<file path="src/rtl/core/twtlb_pkg.sv">
// Types and constants shared by the two-way TLB modules.
package twtlb_pkg;

  localparam int REQ_W    = 2;
  localparam int PID_W    = 5;
  localparam int PAGE_W   = 14;
  localparam int ENTRY_W  = 32;
  localparam int TAG_W    = PID_W + PAGE_W;
  localparam int STAT_W   = 2;
  localparam int FRAME_W  = 13;
  localparam int LOW_PG_W = 5;                 // page bits that enter the set hash
  localparam int HASH_W   = PID_W + LOW_PG_W;  // pid*32 + page mod 32
  localparam int PRESENT_BIT = 31;

  // request codes
  localparam logic [REQ_W-1:0] REQ_LOOKUP = 2'd0;
  localparam logic [REQ_W-1:0] REQ_INSERT = 2'd1;
  localparam logic [REQ_W-1:0] REQ_INVAL  = 2'd2;
  localparam logic [REQ_W-1:0] REQ_RSVD   = 2'd3;  // unused: no change, answered as a miss

  // status codes
  localparam logic [STAT_W-1:0] STAT_HIT      = 2'd0;
  localparam logic [STAT_W-1:0] STAT_MISS     = 2'd1;
  localparam logic [STAT_W-1:0] STAT_INSERTED = 2'd2;
  localparam logic [STAT_W-1:0] STAT_INV_DONE = 2'd3;

  typedef struct packed {
    logic               valid;
    logic               recent;
    logic [TAG_W-1:0]   tag;
    logic [ENTRY_W-1:0] entry;
  } way_t;

  typedef struct packed {
    way_t way1;
    way_t way0;
  } row_t;

  typedef struct packed {
    logic [REQ_W-1:0]   req_type;
    logic [PID_W-1:0]   proc_id;
    logic [PAGE_W-1:0]  page_number;
    logic [ENTRY_W-1:0] page_entry;
  } req_t;

  typedef struct packed {
    logic [STAT_W-1:0]  status;
    logic [FRAME_W-1:0] frame_number;
  } resp_t;

  typedef enum logic [1:0] {
    ST_CLEAR,
    ST_IDLE,
    ST_READ,
    ST_UPDATE
  } state_t;

endpackage

</file>
<file path="src/rtl/core/twtlb_update.sv">
// Set update: hit check, victim choice and new row for one request.
module twtlb_update (
  input  twtlb_pkg::req_t  req,
  input  twtlb_pkg::row_t  row,
  output twtlb_pkg::row_t  row_nxt,
  output twtlb_pkg::resp_t resp
);
  import twtlb_pkg::*;

  logic [TAG_W-1:0] tag;
  logic match0, match1;
  logic hit0, hit1;
  logic victim;

  assign tag    = {req.proc_id, req.page_number};
  assign match0 = row.way0.valid && (row.way0.tag == tag);
  assign match1 = row.way1.valid && (row.way1.tag == tag);
  assign hit0   = match0 && row.way0.entry[PRESENT_BIT];
  assign hit1   = match1 && row.way1.entry[PRESENT_BIT];

  // first invalid way, else the way not used last; way 0 on a tie
  always_comb begin
    if (!row.way0.valid)       victim = 1'b0;
    else if (!row.way1.valid)  victim = 1'b1;
    else if (!row.way0.recent) victim = 1'b0;
    else if (!row.way1.recent) victim = 1'b1;
    else                       victim = 1'b0;
  end

  always_comb begin
    row_nxt           = row;
    resp.status       = STAT_MISS;
    resp.frame_number = '0;
    case (req.req_type)
      REQ_LOOKUP: begin
        if (hit0) begin
          row_nxt.way0.recent = 1'b1;
          row_nxt.way1.recent = 1'b0;
          resp.status         = STAT_HIT;
          resp.frame_number   = row.way0.entry[FRAME_W-1:0];
        end else if (hit1) begin
          row_nxt.way1.recent = 1'b1;
          row_nxt.way0.recent = 1'b0;
          resp.status         = STAT_HIT;
          resp.frame_number   = row.way1.entry[FRAME_W-1:0];
        end
      end
      REQ_INSERT: begin
        if (victim) begin
          row_nxt.way1.valid  = 1'b1;
          row_nxt.way1.recent = 1'b1;
          row_nxt.way1.tag    = tag;
          row_nxt.way1.entry  = req.page_entry;
          row_nxt.way0.recent = 1'b0;
        end else begin
          row_nxt.way0.valid  = 1'b1;
          row_nxt.way0.recent = 1'b1;
          row_nxt.way0.tag    = tag;
          row_nxt.way0.entry  = req.page_entry;
          row_nxt.way1.recent = 1'b0;
        end
        resp.status       = STAT_INSERTED;
        resp.frame_number = req.page_entry[FRAME_W-1:0];
      end
      REQ_INVAL: begin
        if (match0) begin
          row_nxt.way0.valid  = 1'b0;
          row_nxt.way0.recent = 1'b0;
          row_nxt.way0.entry  = '0;
        end else if (match1) begin
          row_nxt.way1.valid  = 1'b0;
          row_nxt.way1.recent = 1'b0;
          row_nxt.way1.entry  = '0;
        end
        resp.status = STAT_INV_DONE;
      end
      default: begin
        resp.status = STAT_MISS;
      end
    endcase
  end

endmodule

</file>
<file path="config.mk">
export PLATFORM = sky130hd
export DESIGN_NAME = twtlb_update
export DESIGN_NICKNAME = d
export VERILOG_FILES = /design/src/rtl/core/twtlb_pkg.sv /design/src/rtl/core/twtlb_update.sv
export SDC_FILE = /design/constraint.sdc
export NUM_CORES = 1
export LEC_CHECK = 0
export ABC_CLOCK_PERIOD_IN_PS = 4760
export BUFFER_PORTS_ARGS = -buffer_cell sky130_fd_sc_hd__buf_2
export CAP_MARGIN = 20
export CORE_AREA = 4 4 107 109
export DETAILED_ROUTE_END_ITERATION = 10
export DIE_AREA = 0 0 111 113
export MAX_ROUTING_LAYER = met4
export PLACE_DENSITY = 0.54
export SYNTH_ARGS = -nofsm -noshare
export SYNTH_HDL_FRONTEND = slang
export SYNTH_SLANG_ARGS = --single-unit
</file>
<file path="constraint.sdc">
create_clock -name vclk -period 4.76
set_input_delay 0.476 -clock vclk [all_inputs]
set_output_delay 0.476 -clock vclk [all_outputs]
set_load 0.02 [all_outputs]
</file>
==> key figures, run 1 <==
Cells and area
  – Fillers: 1182
  – Clock buf count: 0
  – Commonest non-fill, non-tap cells in the layout: buf_2, nand2_1, a32o_1, a22o_1, xor2_1
  – Area grow syn2layout: 66.5%
  – Seq Cell Count: 0
  – Final net count: 735
  – Commonest non-fill, non-tap cell in the layout: buf_2
  – Diodes inserted: 0
  – Proportion of layout cells with a drive suffix above 1: 0.567
  – Register Area: 0 um2

Timing
  – Slew HR: 0.318
  – Max-slew violation count: 0
  – RSZ-0062 raised after global routing: false
  – Max Freq: 291 MHz
  – Fin crit share: 0.722
  – Min Tclk post-route: 3.44 ns
  – Final number of setup-violating endpoints: 0
  – Setup TNS Final: 0 ns
  – Hold Slack: 1.29 ns
  – Final Hold Violating Endpoints: 0
  – Tightest Pin Transition: 1.02 ns

Yosys
  – Post-synth design cell area: 2230 um2
  – Mapped Nets: 477
  – XOR/XNOR Fraction of Synth Area: 0.150
  – Post-Syn Instances: 314
  – Synth cell types: 41
  – Mux cell area share after synthesis: 0.0961
  – Adder-cell share of the synthesized area: 0.0225
  – Largest family of logic cells by synthesized area: compound AO/OA/AOI/OAI gates
  – Yosys warns: 0
  – Synth Area in Simple Gates: 0.210
  – Seq/Total Area, Yosys: 0
  – Avg Cell Area, Syn: 7.09 um2
  – Compound-Gate Fraction of Synth Area: 0.421

Routing
  – Detailed Route Iter0 Violations: 355
  – Via-per-instance ratio: 5.10
  – Drt wl/cell: 17.2 um
  – Detailed Routing Iterations Pass 1: 4
  – Final wirelength: 12.2 mm
  – Via Count: 3622
  – DRC Markers: 0
  – ANT nets after route: 0

Power and ir drop
  – Pwr/cell area: 135 nW/um2
  – Peak supply drop: 75.1 uV
  – LEAKAGE: 2.00 nW

Job
  – Max-cap violations: 0

GRT
  – Number of global-route vias before repair: 3526
  – All-Layer GR Usage: 0.180
  – Largest net degree at the start of global routing: 44
  – Initial antenna violation count: 0
  – First-pass GRT wire length: 18.6 mm
  – Total grt overflow: 0

Clock tree
  – Hold buffers post-CTS: 0
  – Post-CTS setup buffers: 0
  – CTS resizes: 0

Worst setup path
  – CP max FO: 39
  – Critical path data arrival time: 2.96 ns
  – CP endpoint: row_nxt[40]
  – CP max-delay cell: nor2_4
  – CP peak stage delay: 0.83 ns
  – Worst Setup SP: req[52]
  – Type of origin of the critical path: primary input
  – CP Class: in -> out
  – CP required: 4.28 ns
  – CP endpoint kind: output pin
  – Crit path cell chain: buf_2 -> inv_1 -> ha_1 -> inv_1 -> nor2_4 -> mux2_2 -> buf_2

Die
  – # IOs: 280
  – Core area: 10600 um2
  – Chip Height: 113 um
  – # rows: 38
  – Die X: 111 um
  – Starting Density: 0.210
  – DIE AREA: 12500 um2

Place
  – DP HPWL: 10.4 mm
  – Port Buffers: 280
  – Gpl congestion: 0.939

Run status
  – Status: finished clean

Worst hold path
  – Worst Hold Class: in -> out
-- metrics by stage --
stage | cell area (um2) | total power, mW | setup slack [ns] | util | std cells
global placement | 3710 | 0.502 | 1.36 | 0.350 | 710
detailed placement | 3710 | 0.503 | 1.30 | 0.350 | 710
CTS | 3710 | 0.505 | 1.29 | 0.350 | 710
global route | 3710 | 0.538 | 1.12 | 0.350 | 710
floorplan | 2230 | 0.294 | 2.13 | - | 314
finish | 3710 | 0.501 | 1.32 | 0.350 | 710
-- area by class of cell --
cell class / instances / area (um2) / area share
well taps: 140 / 175 / 0.0473
inverters: 20 / 75.1 / 0.0203
repair buffers: 286 / 1450 / 0.390
multi-input cells: 264 / 2010 / 0.542
-- logic make-up (layout without fill, tap and decap cells) --
kind of cell | after synthesis | count (layout)
multiplexers | 19 | 19
adder cells (fa/ha/maj) | 4 | 4
XOR/XNOR | 38 | 38
AO/OA/AOI/OAI | 106 | 106
buffers and inverters | 50 | 306
AND/OR/NAND/NOR | 97 | 97
-- critical path: cells and delay by family --
family        cells  cell delay [ns]
mux               1             0.41
buf+inv           4             0.63
fa+ha+maj         1             0.56
simple gates      1             0.83
-- layer usage --
| metal | up-vias | wire, um | GRT usage |
|---|---|---|---|
| li1 | 1720 | - | - |
| met3 | 4 | 972 | 0.0214 |
| met4 | 0 | 65 | 0.00985 |
| met2 | 192 | 6150 | 0.326 |
| met5 | - | 0 | - |
| met1 | 1706 | 5020 | 0.225 |
-- worst min-delay path by stage --
stage | cells after the start | slack, ns | to | from
detailed placement | 3 | 1.28 | row_nxt[78] | row[78]
CTS | 3 | 1.29 | row_nxt[13] | row[13]
finish | 3 | 1.29 | row_nxt[13] | row[13]
floorplan | 2 | 1.10 | resp[10] | row[63]
global placement | 3 | 1.29 | row_nxt[71] | row[71]
global route | 3 | 1.29 | row_nxt[78] | row[78]
-- power breakdown --
group | internal [mW] | switching, mW | total, mW
combinational | 0.198 | 0.303 | 0.501
clock | 0 | 0 | 0
sequential | 0 | 0 | 0
-- cells in the mapped netlist (2+ instances only) --
master | count | area, um2
nor2_1 | 4 | 15.0
mux2_2 | 19 | 214
ha_1 | 4 | 50.1
o21ai_1 | 3 | 15.0
and4_1 | 2 | 17.5
and3_1 | 4 | 25.0
buf_4 | 2 | 15.0
o21ai_0 | 4 | 20.0
clkbuf_1 | 19 | 71.3
a31oi_1 | 2 | 12.5
a22oi_1 | 13 | 97.6
xor2_1 | 22 | 193
nand2_1 | 60 | 225
xnor2_1 | 16 | 140
buf_6 | 3 | 33.8
nand4_1 | 7 | 43.8
a32o_1 | 38 | 380
nor3_1 | 3 | 15.0
o21ai_2 | 10 | 87.6
buf_2 | 5 | 25.0
a211oi_1 | 2 | 15.0
a22o_1 | 26 | 228
nor4_1 | 9 | 56.3
inv_1 | 20 | 75.1
(Power assumes the default switching activity.)
==> inputs of run 2 (changes only) <==
ABC_CLOCK_PERIOD_IN_PS = 3600   (was 4760)
clock period = 3.6 ns   (was 4.76 ns; I/O delays follow)
==> run 2 against run 1 <==
Against the previous run: design area grew 1.0%; flip-flop and latch count unchanged; critical path type unchanged; routed wire length increased by 2.6%; setup slack lost 0.57 ns; largest power group unchanged; clock-buffer cell count unchanged; critical path depth grew 2; first-iteration DRC count fell by 7.3%; utilization is 0.35 points higher; sequential share of layout area is the same; worst hold slack worse by 0.23 ns; via count down 0.11%; combinational power grew 34%.
==> key figures, run 2 (synthesis gave the netlist of run 1 again) <==
Die
  – DIE AREA: 12500 um2 (unchanged)
  – Die X: 111 um (unchanged)
  – Starting Density: 0.210 (unchanged)
  – # rows: 38 (unchanged)
  – Core area: 10600 um2 (unchanged)
  – # IOs: 280 (unchanged)
  – Chip Height: 113 um (unchanged)

Routing
  – Via-per-instance ratio: 5.06 (was 5.10)
  – WL met2: 6.09 mm (was 6.15 mm)
  – Via Count: 3618 (was 3622)
  – Met3 routed WL: 1.17 mm (was 972 um)
  – DRC Markers: 0 (unchanged)
  – Detailed Route Iter0 Violations: 329 (was 355)
  – DR top layer: met4 (unchanged)
  – Wire length on met1: 5.00 mm (was 5.02 mm)
  – ANT nets after route: 0 (unchanged)
  – Detailed Routing Iterations Pass 1: 4 (unchanged)
  – Drt wl/cell: 17.5 um (was 17.2 um)
  – Final wirelength: 12.5 mm (was 12.2 mm)

Timing
  – Max-slew violation count: 0 (unchanged)
  – Tightest Pin Transition: 0.698 ns (was 1.02 ns)
  – Setup TNS Final: 0 ns (unchanged)
  – Final Hold Violating Endpoints: 0 (unchanged)
  – Fin crit share: 0.789
  – RSZ-0062 raised after global routing: false (unchanged)
  – Slew HR: 0.533 (was 0.318)
  – Min Tclk post-route: 2.84 ns
  – Final number of setup-violating endpoints: 0 (unchanged)
  – Hold Slack: 1.05 ns (was 1.29 ns)
  – Max Freq: 352 MHz

Clock tree
  – CTS resizes: 0 (unchanged)
  – Post-CTS setup buffers: 0 (unchanged)
  – Hold buffers post-CTS: 0 (unchanged)

Cells and area
  – Register Area: 0 um2 (unchanged)
  – Seq Cell Count: 0 (unchanged)
  – Design Area, Final: 3740 um2 (was 3710 um2)
  – Area grow syn2layout: 68.2% (was 66.5%)
  – Commonest non-fill, non-tap cell in the layout: buf_2 (unchanged)
  – Clock buf count: 0 (unchanged)
  – Proportion of layout cells with a drive suffix above 1: 0.570 (was 0.567)
  – Final net count: 740 (was 735)
  – Commonest non-fill, non-tap cells in the layout: buf_2, nand2_1, a32o_1, a22o_1, xor2_1 (unchanged)
  – Diodes inserted: 0 (unchanged)

GRT
  – Number of global-route vias before repair: 3501 (was 3526)
  – All-Layer GR Usage: 0.181 (was 0.180)
  – Largest net degree at the start of global routing: 35 (was 44)
  – First-pass GRT wire length: 18.6 mm (about the same)
  – Total grt overflow: 0 (unchanged)
  – Initial antenna violation count: 0 (unchanged)

Power and ir drop
  – Pwr/cell area: 179 nW/um2 (was 135 nW/um2)
  – Design Power: 669 uW (was 501 uW)
  – LEAKAGE: 2.02 nW (was 2.00 nW)
  – Peak supply drop: 72.8 uV (was 75.1 uV)

Place
  – DP HPWL: 10.5 mm (was 10.4 mm)
  – Port Buffers: 280 (unchanged)
  – Placed instance area: 3740 um2 (was 3710 um2)
  – Gpl congestion: 0.973 (was 0.939)

Worst setup path
  – CP max FO: 24 (was 39)
  – Critical path data arrival time: 2.48 ns (was 2.96 ns)
  – CP required: 3.24 ns (was 4.28 ns)
  – Type of origin of the critical path: primary input (unchanged)
  – CP max-delay cell: a311oi_2 (was nor2_4)
  – Crit path cell chain: buf_2 -> xor2_1 -> nor4_1 -> nand4_1 -> a311oi_2 -> o221ai_2 -> buf_4 -> a22o_1 -> buf_2 (was buf_2 -> inv_1 -> ha_1 -> inv_1 -> nor2_4 -> mux2_2 -> buf_2)
  – CP Class: in -> out (unchanged)
  – CP endpoint kind: output pin (unchanged)
  – CP peak stage delay: 0.36 ns (was 0.83 ns)
  – CP most frequent cell: buf_2

Worst hold path
  – Worst hold endpoint: row_nxt[27] (was row_nxt[13])
  – HP Start: row[27] (was row[13])
  – Worst Hold Class: in -> out (unchanged)
  – Worst Hold Depth: 3 (unchanged)

Run status
  – Status: finished clean (unchanged)

Job
  – Max-cap violations: 0 (unchanged)
run 2: critical path, delay by kind of cell:
family / cells / cell delay, ns
buf+inv: 3 / 0.56
simple gates: 2 / 0.54
xor+xnor: 1 / 0.18
compound gates: 3 / 0.82
run 2: how the worst max path moves through the flow:
stage	startpoint	to	slack [ns]	depth (start not counted)
4_1_cts	req[40]	row_nxt[64]	0.74	9
5_1_grt	req[40]	row_nxt[64]	0.60	9
2_1_floorplan	req[51]	row_nxt[10]	1.20	7
6_report	req[35]	row_nxt[64]	0.76	9
3_5_place_dp	req[40]	row_nxt[64]	0.74	9
3_3_place_gp	req[40]	row_nxt[60]	0.74	9
run 2: where the power goes:
group / total [mW] / switching [mW] / internal, mW
clock network: 0 / 0 / 0
logic: 0.669 / 0.404 / 0.265
registers: 0 / 0 / 0
total: 0.669 / 0.404 / 0.265
run 2: layout make-up:
| type | count | area (um2) |
|---|---|---|
| fill | 1165 | 6860 |
| inverter | 20 | 75.1 |
| multi-input combinational | 264 | 2010 |
| tap | 140 | 175 |
| timing repair buffer | 291 | 1480 |
run 2: through the flow:
step / setup WS (ns) / util / cells
after floorplan: 1.20 / - / 314
after global placement: 0.743 / 0.353 / 715
after detailed placement: 0.743 / 0.353 / 715
after CTS: 0.738 / 0.353 / 715
after global routing: 0.601 / 0.353 / 715
final: 0.759 / 0.353 / 715
run 2: layer usage:
metal,up-vias,global-route usage
li1,1729,-
met1,1652,0.223
met2,215,0.318
met3,22,0.0294
met4,0,0.0320
met5,-,-
